### src/fcs_pkg.sv
// Shared types, constants and the CRC step for the framed command station.
package fcs_pkg;

	localparam logic [2:0] PH_HUNT = 3'd0;
	localparam logic [2:0] PH_LEN  = 3'd1;
	localparam logic [2:0] PH_CMD  = 3'd2;
	localparam logic [2:0] PH_PAY  = 3'd3;
	localparam logic [2:0] PH_CHI  = 3'd4;
	localparam logic [2:0] PH_CLO  = 3'd5;

	localparam logic [7:0]  SOF_BYTE    = 8'hAA;
	localparam logic [7:0]  RSP_BIT     = 8'h80;
	localparam logic [7:0]  NAK_CMD     = 8'h7F;
	localparam logic [15:0] CRC_POLY    = 16'h1021;
	localparam logic [15:0] CRC_INIT    = 16'hFFFF;
	localparam logic [7:0]  MAX_PAYLOAD = 8'd32;

	localparam logic [7:0] CMD_HELLO = 8'h01;
	localparam logic [7:0] CMD_READ  = 8'h02;
	localparam logic [7:0] CMD_RATE  = 8'h03;
	localparam logic [7:0] CMD_STATS = 8'h04;

	localparam logic [16:0] ALPHA_RST   = 17'd16384;
	localparam logic [7:0]  RATE_RST    = 8'd10;
	localparam logic [11:0] ADC_FULL_MV = 12'd3300;
	localparam logic [12:0] ADC_MAX     = 13'd4095;
	localparam logic [51:0] ROUND_HALF  = 52'd32768;
	localparam logic        DIV_LAST    = 1'b1;

	typedef struct packed {
		logic take_byte;
		logic take_sample;
		logic div_fold;
		logic div_fix;
		logic diff;
		logic mul_lo;
		logic mul_hi;
		logic acc;
		logic emit_load;
	} fcs_cmd_t;

	typedef struct packed {
		logic reply_pend;
		logic out_free;
		logic emit_last;
	} fcs_stat_t;

	function automatic logic [15:0] crc_step(input logic [15:0] crc, input logic [7:0] b);
		logic [15:0] c;
		c = crc ^ {b, 8'h00};
		for (int i = 0; i < 8; i++) begin
			c = c[15] ? ({c[14:0], 1'b0} ^ CRC_POLY) : {c[14:0], 1'b0};
		end
		return c;
	endfunction

endpackage

### src/framed_command_station.sv
// Top level of the framed command station.
// Usage:
//   Input stream s_*: each beat is a received serial byte (s_tuser 0, byte in
//   s_tdata[7:0]) or an ADC sample (s_tuser 1, reading in s_tdata[19:8]).
//   Output stream m_*: reply frame bytes, m_tlast on the low CRC byte.
//   cfg_we/cfg_wdata write the EMA weight (unsigned Q1.16); write only while idle.
// Sequencing:
//   A byte beat passes the accept and a post state; a frame-closing byte with
//   a good CRC then emits 5 to 9 reply bytes, one per cycle while m_tready is
//   high. A sample beat runs through the accept, two folding steps of the
//   divide by 4095, the difference, two partial products of the EMA weight
//   and the accumulate.
//   One beat is in work at a time; s_tready is low while it runs.
// Reset:
//   arst_n clears the parser to hunting, counters and filter to zero, the
//   weight to 0.25 and the rate setting to ten.
// Stall:
//   The reply byte register holds while m_tready is low and the next byte
//   waits; a new input beat is taken once the last reply byte is loaded.
module framed_command_station (
	input  logic        clk,
	input  logic        arst_n,
	input  logic        s_tvalid,
	output logic        s_tready,
	input  logic [23:0] s_tdata,   // rx_byte[7:0], adc_sample[19:8], zero[23:20]
	input  logic        s_tuser,   // req_type
	output logic        m_tvalid,
	input  logic        m_tready,
	output logic [7:0]  m_tdata,   // tx_byte[7:0]
	output logic        m_tlast,
	input  logic        cfg_we,
	input  logic [16:0] cfg_wdata
);

	fcs_pkg::fcs_cmd_t  cmd;
	fcs_pkg::fcs_stat_t stat;

	fcs_ctrl u_ctrl (
		.clk      (clk),
		.arst_n   (arst_n),
		.s_tvalid (s_tvalid),
		.s_tuser  (s_tuser),
		.s_tready (s_tready),
		.stat     (stat),
		.cmd      (cmd)
	);

	fcs_dp u_dp (
		.clk        (clk),
		.arst_n     (arst_n),
		.cmd        (cmd),
		.stat       (stat),
		.rx_byte    (s_tdata[7:0]),
		.adc_sample (s_tdata[19:8]),
		.cfg_we     (cfg_we),
		.cfg_wdata  (cfg_wdata),
		.m_tready   (m_tready),
		.m_tvalid   (m_tvalid),
		.m_tdata    (m_tdata),
		.m_tlast    (m_tlast)
	);

endmodule

### src/fcs_ctrl.sv
// Controller state machine: sequences parsing, filter update and reply emission.
module fcs_ctrl (
	input  logic               clk,
	input  logic               arst_n,
	input  logic               s_tvalid,
	input  logic               s_tuser,
	output logic               s_tready,
	input  fcs_pkg::fcs_stat_t stat,
	output fcs_pkg::fcs_cmd_t  cmd
);

	localparam logic [2:0] ST_IDLE   = 3'd0;
	localparam logic [2:0] ST_POST   = 3'd1;
	localparam logic [2:0] ST_DIV    = 3'd2;
	localparam logic [2:0] ST_DIFF   = 3'd3;
	localparam logic [2:0] ST_MUL_LO = 3'd4;
	localparam logic [2:0] ST_MUL_HI = 3'd5;
	localparam logic [2:0] ST_ACC    = 3'd6;
	localparam logic [2:0] ST_EMIT   = 3'd7;

	logic [2:0] state_q;
	logic       div_cnt_q;
	logic       accept;

	assign s_tready = (state_q == ST_IDLE);
	assign accept   = s_tvalid && s_tready;

	always_comb begin
		cmd             = '0;
		cmd.take_byte   = accept && !s_tuser;
		cmd.take_sample = accept && s_tuser;
		cmd.div_fold    = (state_q == ST_DIV) && (div_cnt_q != fcs_pkg::DIV_LAST);
		cmd.div_fix     = (state_q == ST_DIV) && (div_cnt_q == fcs_pkg::DIV_LAST);
		cmd.diff        = (state_q == ST_DIFF);
		cmd.mul_lo      = (state_q == ST_MUL_LO);
		cmd.mul_hi      = (state_q == ST_MUL_HI);
		cmd.acc         = (state_q == ST_ACC);
		cmd.emit_load   = (state_q == ST_EMIT) && stat.out_free;
	end

	always_ff @(posedge clk or negedge arst_n) begin
		if (!arst_n) begin
			state_q   <= ST_IDLE;
			div_cnt_q <= '0;
		end else begin
			case (state_q)
				ST_IDLE: begin
					div_cnt_q <= '0;
					if (accept) begin
						state_q <= s_tuser ? ST_DIV : ST_POST;
					end
				end
				ST_POST: begin
					state_q <= stat.reply_pend ? ST_EMIT : ST_IDLE;
				end
				ST_DIV: begin
					div_cnt_q <= div_cnt_q + 1'b1;
					if (div_cnt_q == fcs_pkg::DIV_LAST) begin
						state_q <= ST_DIFF;
					end
				end
				ST_DIFF:   state_q <= ST_MUL_LO;
				ST_MUL_LO: state_q <= ST_MUL_HI;
				ST_MUL_HI: state_q <= ST_ACC;
				ST_ACC:    state_q <= ST_IDLE;
				ST_EMIT: begin
					if (stat.out_free && stat.emit_last) begin
						state_q <= ST_IDLE;
					end
				end
				default: state_q <= ST_IDLE;
			endcase
		end
	end

endmodule

### src/fcs_dp.sv
// Datapath: frame parser, counters, EMA filter arithmetic and reply byte output.
module fcs_dp (
	input  logic               clk,
	input  logic               arst_n,
	input  fcs_pkg::fcs_cmd_t  cmd,
	output fcs_pkg::fcs_stat_t stat,
	input  logic [7:0]         rx_byte,
	input  logic [11:0]        adc_sample,
	input  logic               cfg_we,
	input  logic [16:0]        cfg_wdata,
	input  logic               m_tready,
	output logic               m_tvalid,
	output logic [7:0]         m_tdata,
	output logic               m_tlast
);

	logic [16:0] alpha_q;
	logic [2:0]  phase_q;
	logic [5:0]  flen_q;
	logic [7:0]  fcmd_q;
	logic [5:0]  seen_q;
	logic [7:0]  first_q;
	logic [15:0] crc_q;
	logic [7:0]  chk_hi_q;
	logic [15:0] bad_cnt_q;
	logic [15:0] unk_cnt_q;
	logic [7:0]  rate_q;
	logic [31:0] filt_q;

	logic        pend_q;
	logic [7:0]  rcmd_q;
	logic [2:0]  rlen_q;
	logic [7:0]  rpay_q [4];
	logic [3:0]  idx_q;
	logic [15:0] txcrc_q;
	logic        tvalid_q;
	logic [7:0]  tdata_q;
	logic        tlast_q;

	logic [27:0] num_q;
	logic [16:0] rem_q;
	logic [27:0] quot_q;
	logic signed [33:0] diff_q;
	logic signed [51:0] acc_q;

	logic [15:0] crc_nxt;
	logic [5:0]  seen_nxt;
	logic [32:0] mv_sum;
	logic [16:0] mv_raw;
	logic [15:0] mv;
	logic [16:0] fold1;
	logic [4:0]  fold_hi;
	logic [12:0] fold2;
	logic        fold_ge;
	logic [23:0] adc_mv;
	logic signed [17:0] mul_a;
	logic signed [17:0] mul_b;
	logic signed [35:0] prod;
	logic [51:0] acc_rnd;
	logic [3:0]  pay_end;
	logic [3:0]  pay_off;
	logic [7:0]  emit_byte;

	assign crc_nxt  = fcs_pkg::crc_step(crc_q, rx_byte);
	assign seen_nxt = seen_q + 6'd1;

	assign mv_sum = {filt_q[31], filt_q} + 33'd32768;
	assign mv_raw = mv_sum[32:16];
	assign mv     = (!mv_raw[16] && mv_raw[15]) ? 16'h7FFF : mv_raw[15:0];

	assign adc_mv  = 24'(adc_sample) * 24'(fcs_pkg::ADC_FULL_MV);
	assign fold1   = 17'(num_q[11:0]) + 17'(num_q[27:12]);
	assign fold_hi = rem_q[16:12];
	assign fold2   = 13'(rem_q[11:0]) + 13'(fold_hi);
	assign fold_ge = (fold2 >= fcs_pkg::ADC_MAX);

	assign mul_a = $signed({1'b0, alpha_q});
	assign mul_b = cmd.mul_hi ? $signed({diff_q[33], diff_q[33:17]})
	                          : $signed({1'b0, diff_q[16:0]});
	assign prod  = mul_a * mul_b;
	assign acc_rnd = 52'(acc_q) + fcs_pkg::ROUND_HALF;

	assign pay_end = {1'b0, rlen_q} + 4'd3;
	assign pay_off = idx_q - 4'd3;

	always_comb begin
		if (idx_q == 4'd0) begin
			emit_byte = fcs_pkg::SOF_BYTE;
		end else if (idx_q == 4'd1) begin
			emit_byte = {5'd0, rlen_q};
		end else if (idx_q == 4'd2) begin
			emit_byte = rcmd_q;
		end else if (idx_q < pay_end) begin
			emit_byte = rpay_q[pay_off[1:0]];
		end else if (idx_q == pay_end) begin
			emit_byte = txcrc_q[15:8];
		end else begin
			emit_byte = txcrc_q[7:0];
		end
	end

	assign stat.reply_pend = pend_q;
	assign stat.out_free   = !tvalid_q || m_tready;
	assign stat.emit_last  = (idx_q == pay_end + 4'd1);

	assign m_tvalid = tvalid_q;
	assign m_tdata  = tdata_q;
	assign m_tlast  = tlast_q;

	always_ff @(posedge clk or negedge arst_n) begin
		if (!arst_n) begin
			alpha_q   <= fcs_pkg::ALPHA_RST;
			phase_q   <= fcs_pkg::PH_HUNT;
			flen_q    <= '0;
			fcmd_q    <= '0;
			seen_q    <= '0;
			first_q   <= '0;
			crc_q     <= '0;
			chk_hi_q  <= '0;
			bad_cnt_q <= '0;
			unk_cnt_q <= '0;
			rate_q    <= fcs_pkg::RATE_RST;
			filt_q    <= '0;
			pend_q    <= 1'b0;
			idx_q     <= '0;
			tvalid_q  <= 1'b0;
		end else begin
			if (cfg_we) begin
				alpha_q <= cfg_wdata;
			end
			if (cmd.take_byte) begin
				case (phase_q)
					fcs_pkg::PH_LEN: begin
						if (rx_byte > fcs_pkg::MAX_PAYLOAD) begin
							phase_q <= fcs_pkg::PH_HUNT;
						end else begin
							flen_q  <= rx_byte[5:0];
							seen_q  <= '0;
							crc_q   <= fcs_pkg::crc_step(fcs_pkg::CRC_INIT, rx_byte);
							phase_q <= fcs_pkg::PH_CMD;
						end
					end
					fcs_pkg::PH_CMD: begin
						fcmd_q  <= rx_byte;
						crc_q   <= crc_nxt;
						phase_q <= (flen_q != 6'd0) ? fcs_pkg::PH_PAY : fcs_pkg::PH_CHI;
					end
					fcs_pkg::PH_PAY: begin
						if (seen_q == 6'd0) begin
							first_q <= rx_byte;
						end
						seen_q <= seen_nxt;
						crc_q  <= crc_nxt;
						if (seen_nxt == flen_q) begin
							phase_q <= fcs_pkg::PH_CHI;
						end
					end
					fcs_pkg::PH_CHI: begin
						chk_hi_q <= rx_byte;
						phase_q  <= fcs_pkg::PH_CLO;
					end
					fcs_pkg::PH_CLO: begin
						phase_q <= fcs_pkg::PH_HUNT;
						if ({chk_hi_q, rx_byte} != crc_q) begin
							bad_cnt_q <= bad_cnt_q + 16'd1;
						end else begin
							pend_q <= 1'b1;
							idx_q  <= '0;
							case (fcmd_q)
								fcs_pkg::CMD_HELLO: begin
									rcmd_q <= fcs_pkg::CMD_HELLO | fcs_pkg::RSP_BIT;
									rlen_q <= 3'd0;
								end
								fcs_pkg::CMD_READ: begin
									rcmd_q    <= fcs_pkg::CMD_READ | fcs_pkg::RSP_BIT;
									rlen_q    <= 3'd2;
									rpay_q[0] <= mv[15:8];
									rpay_q[1] <= mv[7:0];
								end
								fcs_pkg::CMD_RATE: begin
									rlen_q <= 3'd1;
									if (flen_q == 6'd1) begin
										rate_q    <= first_q;
										rcmd_q    <= fcs_pkg::CMD_RATE | fcs_pkg::RSP_BIT;
										rpay_q[0] <= first_q;
									end else begin
										rcmd_q    <= fcs_pkg::NAK_CMD;
										rpay_q[0] <= fcmd_q;
									end
								end
								fcs_pkg::CMD_STATS: begin
									rcmd_q    <= fcs_pkg::CMD_STATS | fcs_pkg::RSP_BIT;
									rlen_q    <= 3'd4;
									rpay_q[0] <= bad_cnt_q[15:8];
									rpay_q[1] <= bad_cnt_q[7:0];
									rpay_q[2] <= unk_cnt_q[15:8];
									rpay_q[3] <= unk_cnt_q[7:0];
								end
								default: begin
									unk_cnt_q <= unk_cnt_q + 16'd1;
									rcmd_q    <= fcs_pkg::NAK_CMD;
									rlen_q    <= 3'd1;
									rpay_q[0] <= fcmd_q;
								end
							endcase
						end
					end
					default: begin
						phase_q <= (rx_byte == fcs_pkg::SOF_BYTE) ? fcs_pkg::PH_LEN
						                                         : fcs_pkg::PH_HUNT;
					end
				endcase
			end
			if (cmd.acc) begin
				filt_q <= filt_q + acc_rnd[47:16];
			end
			if (cmd.emit_load) begin
				pend_q <= 1'b0;
				idx_q  <= idx_q + 4'd1;
			end
			if (cmd.emit_load) begin
				tvalid_q <= 1'b1;
			end else if (m_tready) begin
				tvalid_q <= 1'b0;
			end
		end
	end

	always_ff @(posedge clk) begin
		if (cmd.emit_load) begin
			tdata_q <= emit_byte;
			tlast_q <= stat.emit_last;
			if (idx_q == 4'd0) begin
				txcrc_q <= fcs_pkg::CRC_INIT;
			end else if (idx_q < pay_end) begin
				txcrc_q <= fcs_pkg::crc_step(txcrc_q, emit_byte);
			end
		end
		if (cmd.take_sample) begin
			num_q  <= {adc_mv, 4'd0};
			rem_q  <= '0;
			quot_q <= '0;
		end else if (cmd.div_fold) begin
			quot_q <= 28'(num_q[27:12]);
			rem_q  <= fold1;
		end else if (cmd.div_fix) begin
			quot_q <= num_q + quot_q + 28'(fold_hi) + 28'(fold_ge);
		end
		if (cmd.diff) begin
			diff_q <= $signed({6'd0, quot_q}) - $signed({{2{filt_q[31]}}, filt_q});
		end
		if (cmd.mul_lo) begin
			acc_q <= 52'(prod);
		end else if (cmd.mul_hi) begin
			acc_q <= acc_q + $signed({prod[34:0], 17'd0});
		end
	end

endmodule

### config.mk
export PLATFORM = sky130hd
export DESIGN_NAME = framed_command_station
export DESIGN_NICKNAME = d
export VERILOG_FILES = /design/src/fcs_pkg.sv /design/src/framed_command_station.sv /design/src/fcs_ctrl.sv /design/src/fcs_dp.sv
export SDC_FILE = /design/constraint.sdc
export NUM_CORES = 2
export LEC_CHECK = 0
export BUFFER_PORTS_ARGS = -buffer_cell sky130_fd_sc_hd__buf_2
export CORE_AREA = 2 2 255 257
export CTS_CLUSTER_DIAMETER = 50
export DETAILED_ROUTE_END_ITERATION = 10
export DIE_AREA = 0 0 257 259
export PLACE_DENSITY = 0.81
export SYNTH_ARGS = -nofsm -noshare
export SYNTH_HDL_FRONTEND = slang
export SYNTH_HIERARCHICAL = 1
export SYNTH_SLANG_ARGS = --single-unit
### constraint.sdc
create_clock -name clk -period 23.8 [get_ports clk]
set_clock_uncertainty 0.2 [all_clocks]
set_input_delay 1.19 -clock clk [delete_from_list [all_inputs] [get_ports clk]]
set_output_delay 1.19 -clock clk [all_outputs]
set_load 0.02 [all_outputs]
==> results.cfg <==
[logic_synthesis]
synthMuxAreaShare = 0.04153
synth_edf_count = 153
synth_compound_area_frac = 0.1190
syn_inst = 3706
ys_warn_count = 6
avgSynthCellArea_sq_um = 9.381
syn_area_sq_um = 34760
yosys.area_share.simple = 0.1451
synth-seq-area-share = 0.2632
synth-xor-area-share = 0.08022
synth_cell_types = 89
ys_seq_elements = 344
synthFlopType = edfxtp_1
synth_top_family_by_area = adder cells
async_reset_ff_frac = 0.4244
syn_nets = 4374
synthAdderAreaFrac = 0.2835

[clock_tree]
cts_tree = built
postCtsHoldBufs = 0
cts_buffers = 46
clkTransAtPathRegs_ns = 0.06
clockBufferDepth = 3
clock_latency_ns = 0.61
h-tree-depth = 2
cts_resized = 0
cts_sinks = 344
root_buffer = clkbuf_16
post_cts_buffers = 0

[critical_path]
slowest_delay_ns = 0.62
setup.worst_path.class = reg -> reg
cp-end-kind = register
crit_buf_inv = 5
crit_path_max_fanout = 19
cp.required_ns = 23.92
path_delay_family = adder cells
crit_arrival_ns = 10.29
critPathLaunchType = register
cpMostUsedCell = fa_1
slowest_stage = dfrtp_1

[routing]
drc = 0
drt-pass1-iter-count = 7
ant_nets = 0
vias_per_cell = 5.718
wl_um = 79750
drtIter0Drc = 2000
vias = 26180
wire_per_inst_um = 17.42

[global_routing]
grt.total_usage = 0.2433
antenna_found_initial = 0
grt_pass1_vias = 26370
grt_pass1_wl_um = 132800
grt_remaining_overflow = 0
grt_max_degree = 64

[die]
fp.dieW_um = 257
dieArea_sq_um = 66560
core_area_sq_um = 63880
die_h_um = 259
rows = 93
num_io_pins = 58
initial_utilization = 0.5442

[timing]
tns_ns = 0
max_freq_ghz = 0.09831
drv_slew = 0
finalSetupViolCount = 0
hold_viol_final = 0
post-route-min-period_ns = 10.17
fin_ws_ns = 13.63
worstMarginPinSlew_ns = 1.191
worst_hold_slack_ns = 0.2701
maxSlewHeadroom = 0.1989
fin_crit_sh = 0.4274
rsz0062_at_grt = false

[placement]
dp_hpwl_um = 60240
routabilityCongestion = 0.9599
pre_cts_ws_ns = 13.76
io_buffers = 53

[layout]
num_antenna_cells = 0
seq_area_sq_um = 9150
fillers = 5284
multi_input_area_sq_um = 23290
syn2layout_area_growth_pct = 7.277
fin_nets = 4355
drive_above_1_share = 0.07358

[job]
drv_cap = 0

[outcome]
status = finished clean

[min_path]
hp-class = reg -> reg
area by class of cell:
type,count,area share
Clock buffer,55,0.03258
Multi-Input combinational cell,2744,0.6244
Clock inverter,30,0.009562
Inverter,478,0.04811
Timing Repair Buffer,73,0.01131
Tap cell,855,0.02868
Sequential cell,344,0.2453
cell usage after synthesis, types with 18 or more instances:
master	number	area [sq um]
inv_1	477	1790
ha_1	343	4292
nand2_1	315	1182
fa_1	278	5565
nor2_1	206	773.2
xnor2_1	197	1725
a21oi_1	183	915.9
o21ai_0	178	890.9
edfxtp_1	153	4594
dfrtp_1	145	3628
nor2b_1	119	744.5
clkbuf_1	111	416.7
xor2_1	111	972.2
and2_1	98	613.1
a21o_1	74	555.5
mux2_2	66	743.2
nand3_1	61	305.3
mux2i_1	52	520.5
nor3_1	51	255.2
dfxtp_1	45	900.9
nand4_1	41	256.5
nand2b_1	34	212.7
a211oi_1	33	247.7
and3_1	28	175.2
o21a_1	26	195.2
o21bai_1	23	172.7
or2_2	23	143.9
buf_1	19	71.32
o211ai_1	18	135.1
logic make-up (layout without fill, tap and decap cells):
logic type	after synthesis	after routing
and+or+nand+nor	1027	1027
muxes	126	126
adders and majority gates	621	621
buffers and inverters	618	636
DFF	344	344
xor gates and xnor gates	312	312
AOI/OAI and AO/OA	658	658
registers in the layout, indices dropped and copies added, names as in the netlist, 4 cells and up:
register        count
u_dp/txcrc_q       16
u_dp/diff_q        33
u_dp/seen_q         6
u_dp/first_q        8
u_dp/fcmd_q         8
u_dp/alpha_q       17
u_dp/chk_hi_q       8
u_dp/num_q         22
u_dp/filt_q        32
u_dp/rcmd_q         5
u_dp/bad_cnt_q     16
u_dp/quot_q        28
u_dp/crc_q         16
u_dp/rpay_q        32
u_dp/acc_q         33
u_dp/unk_cnt_q     16
u_dp/rem_q         17
u_dp/m_tdata        8
u_dp/idx_q          4
u_dp/flen_q         6
metrics by stage:
step	area, sq um	utilization	std cells
after floorplan	34760	-	3706
after global placement	35720	0.5592	4494
after detailed placement	35720	0.5592	4494
after CTS	37290	0.5838	4579
after global routing	37290	0.5838	4579
final	37290	0.5838	4579
layer usage:
layer	vias up	wire, um	track usage
met5	-	0	0
met4	0	2650	0.08123
met3	171	5225	0.03027
met2	863	37790	0.4058
met1	12720	34080	0.3298
li1	12430	-	-
placed cells by master, fill, tap and decap left out, types with 18 or more instances in the layout:
cell,netlist,layout
inv_1,477,477
ha_1,343,343
nand2_1,315,315
fa_1,278,278
nor2_1,206,206
xnor2_1,197,197
a21oi_1,183,183
o21ai_0,178,178
edfxtp_1,153,153
dfrtp_1,145,145
nor2b_1,119,119
xor2_1,111,111
and2_1,98,98
a21o_1,74,74
mux2_2,66,66
nand3_1,61,61
buf_2,7,52
mux2i_1,52,52
nor3_1,51,50
clkbuf_16,0,46
dfxtp_1,45,45
nand4_1,41,41
nand2b_1,34,34
a211oi_1,33,33
and3_1,28,27
o21a_1,26,26
or2_2,23,23
o21bai_1,23,23
buf_4,2,20
o211ai_1,18,18
worst paths after layout:
check,to,slack (ns),start,cells past startpoint
worst max-delay path,u_dp/acc_q[47],13.63,u_ctrl/state_q[0],34
worst min-delay path,u_dp/rpay_q[2][7],0.27,u_dp/unk_cnt_q[15],0
worst max register to register,u_dp/acc_q[47],13.63,u_ctrl/state_q[0],34
worst min register to register,u_dp/rpay_q[2][7],0.27,u_dp/unk_cnt_q[15],0
max in group asynchronous,u_dp/alpha_q[8],21.29,arst_n,3
min in group asynchronous,u_dp/chk_hi_q[3],0.38,arst_n,1
Power is not shown: default switching activity piles up to over one toggle a cycle in this logic, so the estimate is an artifact.
